## config.mk

```make
export PLATFORM = sky130hd
export DESIGN_NAME = idal_csr
export DESIGN_NICKNAME = d
export VERILOG_FILES = /design/src/sv/idal_pkg.sv /design/src/sv/idal_csr.sv
export SDC_FILE = /design/constraint.sdc
export NUM_CORES = 1
export LEC_CHECK = 0
export BUFFER_PORTS_ARGS = -buffer_cell sky130_fd_sc_hd__buf_4
export CORE_MARGIN = 3
export CORE_UTILIZATION = 29
export DETAILED_ROUTE_END_ITERATION = 6
export MAX_ROUTING_LAYER = met4
export PLACE_DENSITY_LB_ADDON = 0.25
export SYNTH_ARGS = -nofsm -noshare
export SYNTH_HDL_FRONTEND = slang
export SYNTH_SLANG_ARGS = --single-unit
```

## constraint.sdc

```tcl
create_clock -name clock -period 1.62 [get_ports clock]
set_input_delay 0 -clock clock [delete_from_list [all_inputs] [get_ports clock]]
set_output_delay 0 -clock clock [all_outputs]
set_load 0.005 [all_outputs]
```

## src/sv/idal_pkg.sv

```systemverilog
// ----------------------------------------------------------------------------
// idal_pkg
// Codes and types shared by the identifier allocator files.
// ----------------------------------------------------------------------------
package idal_pkg;

   localparam logic [1:0] FUNC_ALLOC  = 2'd0;
   localparam logic [1:0] FUNC_IMPORT = 2'd1;
   localparam logic [1:0] FUNC_FREE   = 2'd2;
   localparam logic [1:0] FUNC_RESV   = 2'd3;

   localparam logic [1:0] ST_OK    = 2'd0;
   localparam logic [1:0] ST_TAKEN = 2'd1;
   localparam logic [1:0] ST_RANGE = 2'd2;
   localparam logic [1:0] ST_FULL  = 2'd3;

   localparam logic [2:0] CSR_ID_TYPE = 3'd0;

   typedef enum logic [4:0] {
      S_IDLE = 5'b00001,
      S_POP  = 5'b00010,
      S_GAP  = 5'b00100,
      S_CASC = 5'b01000,
      S_SCAN = 5'b10000
   } state_type;

endpackage

```

## src/sv/idal_csr.sv

```systemverilog
// ----------------------------------------------------------------------------
// idal_csr
// APB-style register port holding the type tag.
// ----------------------------------------------------------------------------
module idal_csr
   import idal_pkg::*;
(
   input  logic        clock,
   input  logic        reset,
   input  logic        csr_psel,
   input  logic        csr_penable,
   input  logic        csr_pwrite,
   input  logic [2:0]  csr_paddr,
   input  logic [31:0] csr_pwdata,
   output logic [31:0] csr_prdata,
   output logic        csr_pready,
   output logic [3:0]  id_type
);
   logic [3:0] id_type_ff, id_type_in;

   always_comb begin
      id_type_in = id_type_ff;
      if (csr_psel && csr_penable && csr_pwrite && csr_paddr == CSR_ID_TYPE) begin
         id_type_in = csr_pwdata[3:0];
      end
   end

   always_ff @(posedge clock) begin
      if (reset) begin
         id_type_ff <= '0;
      end else begin
         id_type_ff <= id_type_in;
      end
   end

   assign csr_pready = 1'b1;
   assign csr_prdata = (csr_paddr == CSR_ID_TYPE) ? {28'd0, id_type_ff} : '0;
   assign id_type    = id_type_ff;
endmodule

```

; ---- After elaboration in Yosys (flattened, before gate mapping)
; Cells that the tools add are included.
; W data, S select, Z words.
[word_totals]
in_bits = 40
output_inout_bits = 37
elab_cells = 6
ff_bits = 4
[classes]
mux = 1
reduce_logical = 4
[op_table]
columns = cell, count
row1 = $mux W4, 1
row2 = $logic_and A1 B1 Y1, 3
row3 = $logic_not A3 Y1, 1

; ---- Logic depth before layout (Yosys ltp)
[logic_depth]
word_depth = 3
ltp_mapped = 4
depth_no_buf = 3

; ---- Worst setup path after synthesis
; No wires, ideal clock.
[synth_path]
kind = input to register
startpoint = input csr_paddr[1]
endpoint = register id_type_ff[0], in the netlist id_type[0]
slack_ns = 0.853
stages = 4
setup_time_ns = 0.072
required_time_ns = 1.548
t_arrival_ns = 0.695
n_path_buf = 1
path_cell_list = nor3_2 and4_1 buf_6 mux2i_1
[synth_between]
elab_chain_cells = 2
[synth_lines]
columns = item, line_no
row1 = start: declaration, idal_csr.sv:13  ; input logic [2:0] csr_paddr,
row2 = $logic_not A3 Y1, idal_csr.sv:23  ; if (csr_psel && csr_penable && csr_pwrite && csr_paddr == CSR_ID_TYPE) begin
row3 = $logic_and A1 B1 Y1, idal_csr.sv:23
row4 = end signal: assignment, idal_csr.sv:32  ; id_type_ff <= id_type_in;
row5 = end: declaration, idal_csr.sv:19  ; logic [3:0] id_type_ff, id_type_in;
; No other way between the ends.
; A chain may end at the register's enable or synchronous reset.

; ---- Final worst setup path
[layout_path]
startpoint = register id_type_ff[3], in the netlist id_type[3]
endpoint = output csr_prdata[3]
[layout_between]
elab_chain_cells = 1
[layout_lines]
columns = item, line_no
row1 = $mux W4, idal_csr.sv:37  ; assign csr_prdata = (csr_paddr == CSR_ID_TYPE) ? {28'd0, id_type_ff} : '0;
row2 = end: declaration, idal_csr.sv:15  ; output logic [31:0] csr_prdata,
; No other way between the ends.

==> flow_metrics.env <==
export IMPL_ys_seq_area_share_pct=17.7
export IMPL_pwr_density_cell_nw_per_um2=530
export IMPL_min_from="csr_pwdata[1]"
export IMPL_area_delta_synth_final_pct=12.4
export IMPL_r2r_end="id_type[3]$_SDFFE_PP0P_"
export IMPL_die_h_um=45.5
export IMPL_drive_gt1_share_pct=34.2
export IMPL_finalCritPeriodShare_pct=51.8
export IMPL_critPathMaxStageDelay_ns=0.31
export IMPL_synth_compound_gate_area_share_pct=0
export IMPL_regArea_um2=80.1
export IMPL_initial_core_util_pct=32.8
export IMPL_largest_reg_flops=4
export IMPL_reg2reg_depth=2
export IMPL_syn_area_per_cell_um2=8.39
export IMPL_path_delay_family="flip-flops"
export IMPL_fillCellCount=145
export IMPL_grt_use_total_pct=6.46
export IMPL_postRouteWirelength_um=659
export IMPL_grt_pass1_wl_um=890
export IMPL_synth_simple_area_share_pct=21.3
export IMPL_ys_ff_latch=4
export IMPL_antenna_found_initial=0
export IMPL_synthArstFlopShare_pct=0
export IMPL_cts_tree="built"
export IMPL_cts_sinks=4
export IMPL_cts_root_buf="clkbuf_4"
export IMPL_die_w_um=45.5
export IMPL_fin_crit_ns=0.838
export IMPL_ys_types=10
export IMPL_rr_startpoint="id_type[3]$_SDFFE_PP0P_"
export IMPL_numCtsBuffers=3
export IMPL_synth_most_common_cell="buf_4"
export IMPL_whs_ns=0.0312
export IMPL_crit_chain="and2_2 > buf_4"
export IMPL_place_congestion=0.551
export IMPL_vias=293
export IMPL_postRouteAntennaNets=0
export IMPL_cp_end_kind="output pin"
export IMPL_grt_overflow_total=0
export IMPL_dp_hpwl_um=608
export IMPL_multi_input_area_um2=245
export IMPL_cts_hold_buf=0
export IMPL_drc=0
export IMPL_placed_cell_area_um2=487
export IMPL_drt_iter0_markers=0
export IMPL_synthDominantCellAreaShare_pct=48.1
export IMPL_rows=13
export IMPL_synth_area_um2=453
export IMPL_synthXorXnorAreaFrac_pct=0
export IMPL_worstPathRequired_ns=1.62
export IMPL_port_buffers=19
export IMPL_maxCapViolCount=0
export IMPL_core_area_um2=1380
export IMPL_ir_drop_v=0.000284
export IMPL_crit_slowest_cell="dfxtp_1"
export IMPL_drtPass1Iterations=1
export IMPL_io_pins=77
export IMPL_cp_start_kind="flop"
export IMPL_wl_per_cell_um=7.49
export IMPL_dieArea_um2=2070
export IMPL_timing_fmax_mhz=1190
export IMPL_hold_depth=3
export IMPL_worstPathMaxFanout=3
export IMPL_stdcell_area_um2=509
export IMPL_synth_edf_count=0
export IMPL_synth_top_family_by_area="buffers and inverters"
export IMPL_setup_tns_ns=0
export IMPL_netlist_top_cells_count="buf_4, nand2b_1, dfxtp_1, mux2i_1"
export IMPL_finalHoldViolCount=0
export IMPL_path_buf_inv=1
export IMPL_clk_latency_ns=0.23
export IMPL_cts_htree_levels=1
export IMPL_clockBufferDepth=2
export IMPL_dpl_cell_count=85
export IMPL_cts_clk_slew_worst_paths_ns=0.04
export IMPL_yosys_top_cells_area="buf_4, dfxtp_1, nand2b_1, mux2i_1, and2_2"
export IMPL_cts_setup_buffers=0
export IMPL_setup_violations=0
export IMPL_grt_max_degree=9
export IMPL_status="finished clean"
export IMPL_cp_arrival_ns=0.84
export IMPL_routed_via_density=3.33
export IMPL_critPathKind="flop to output pin"
export IMPL_synth_largest_area_cell="buf_4"
export IMPL_cts_repair_resized=0
export IMPL_hp_class="primary input to flop"
export IMPL_synthCells=54
export IMPL_slew_viol_final=0
export IMPL_finalClockSkew_ns=0
export IMPL_synthAdderAreaFrac_pct=0
export IMPL_grt_pass1_vias=220
export IMPL_yosys_warnings=0
export IMPL_antennaDiodeCount=0
export IMPL_stdcell_count=88
export IMPL_synthMuxAreaShare_pct=8.84
export IMPL_r2r_slack_ns=1.04
export IMPL_rsz0062_at_grt="no"
export IMPL_synth_top_flop_cell="dfxtp_1"
export IMPL_worstHoldEndpoint="id_type[1]$_SDFFE_PP0P_"
export IMPL_p_leak_nw=0.278
export IMPL_nNetsFinal=115
where the power goes:
| group | switching (mW) | internal (mW) |
|---|---|---|
| combinational | 0.0245 | 0.0230 |
| clock | 0.0395 | 0.0828 |
| sequential | 0.000509 | 0.0998 |
| total | 0.0645 | 0.206 |
cell families after synthesis:
logic type | Yosys count
other | 2
AND/OR/NAND/NOR | 14
multiplexers | 4
buffers and inverters | 30
flip-flops | 4
layout make-up:
cell class              instances  area share [%]
multi-input cells              47            48.2
flip-flops and latches          4            15.7
repair buffers                 19            28.0
clock buffers                   3            4.42
well taps                      15            3.69
cells in the final DEF (no fill, tap or decap):
cell,netlist,final
conb_1,2,29
buf_4,29,19
nand2b_1,8,8
mux2i_1,4,4
dfxtp_1,4,4
clkbuf_4,0,3
and2_1,2,2
and2_2,2,2
nor3_2,1,1
and4_1,1,1
worst max-delay path by stage:
stage / end / cells past startpoint / start
floorplan: id_type[0]$_SDFFE_PP0P_ / 4 / csr_paddr[1]
global placement: id_type[0]$_SDFFE_PP0P_ / 4 / csr_paddr[1]
detailed placement: id_type[3]$_SDFFE_PP0P_ / 4 / csr_paddr[1]
CTS: csr_prdata[3] / 2 / id_type[3]$_SDFFE_PP0P_
global route: id_type[3]$_SDFFE_PP0P_ / 4 / csr_paddr[1]
finish: csr_prdata[3] / 2 / id_type[3]$_SDFFE_PP0P_
worst min-delay path, cell delays in order:
cell and delay [ns]:
buf_4 0.11, nand2b_1 0.05, mux2i_1 0.05
per-layer routing:
layer	up-vias	wire, um	global-route usage (%)
met5	-	0	-
met4	0	0	7.02
met3	0	114	1.19
met1	120	167	5.88
li1	147	-	-
met2	26	377	10.6
through the flow:
| step | total power, mW | utilization, % | setup WS (ns) |
|---|---|---|---|
| global placement | 0.148 | 35.2 | 0.575 |
| finish | 0.270 | 36.8 | 0.782 |
| CTS | 0.278 | 36.8 | 0.765 |
| global route | 0.289 | 36.8 | 0.711 |
| detailed placement | 0.148 | 35.2 | 0.560 |
| floorplan | 0.176 | - | 0.853 |
No activity file was read; power rests on OpenSTA's default activity.
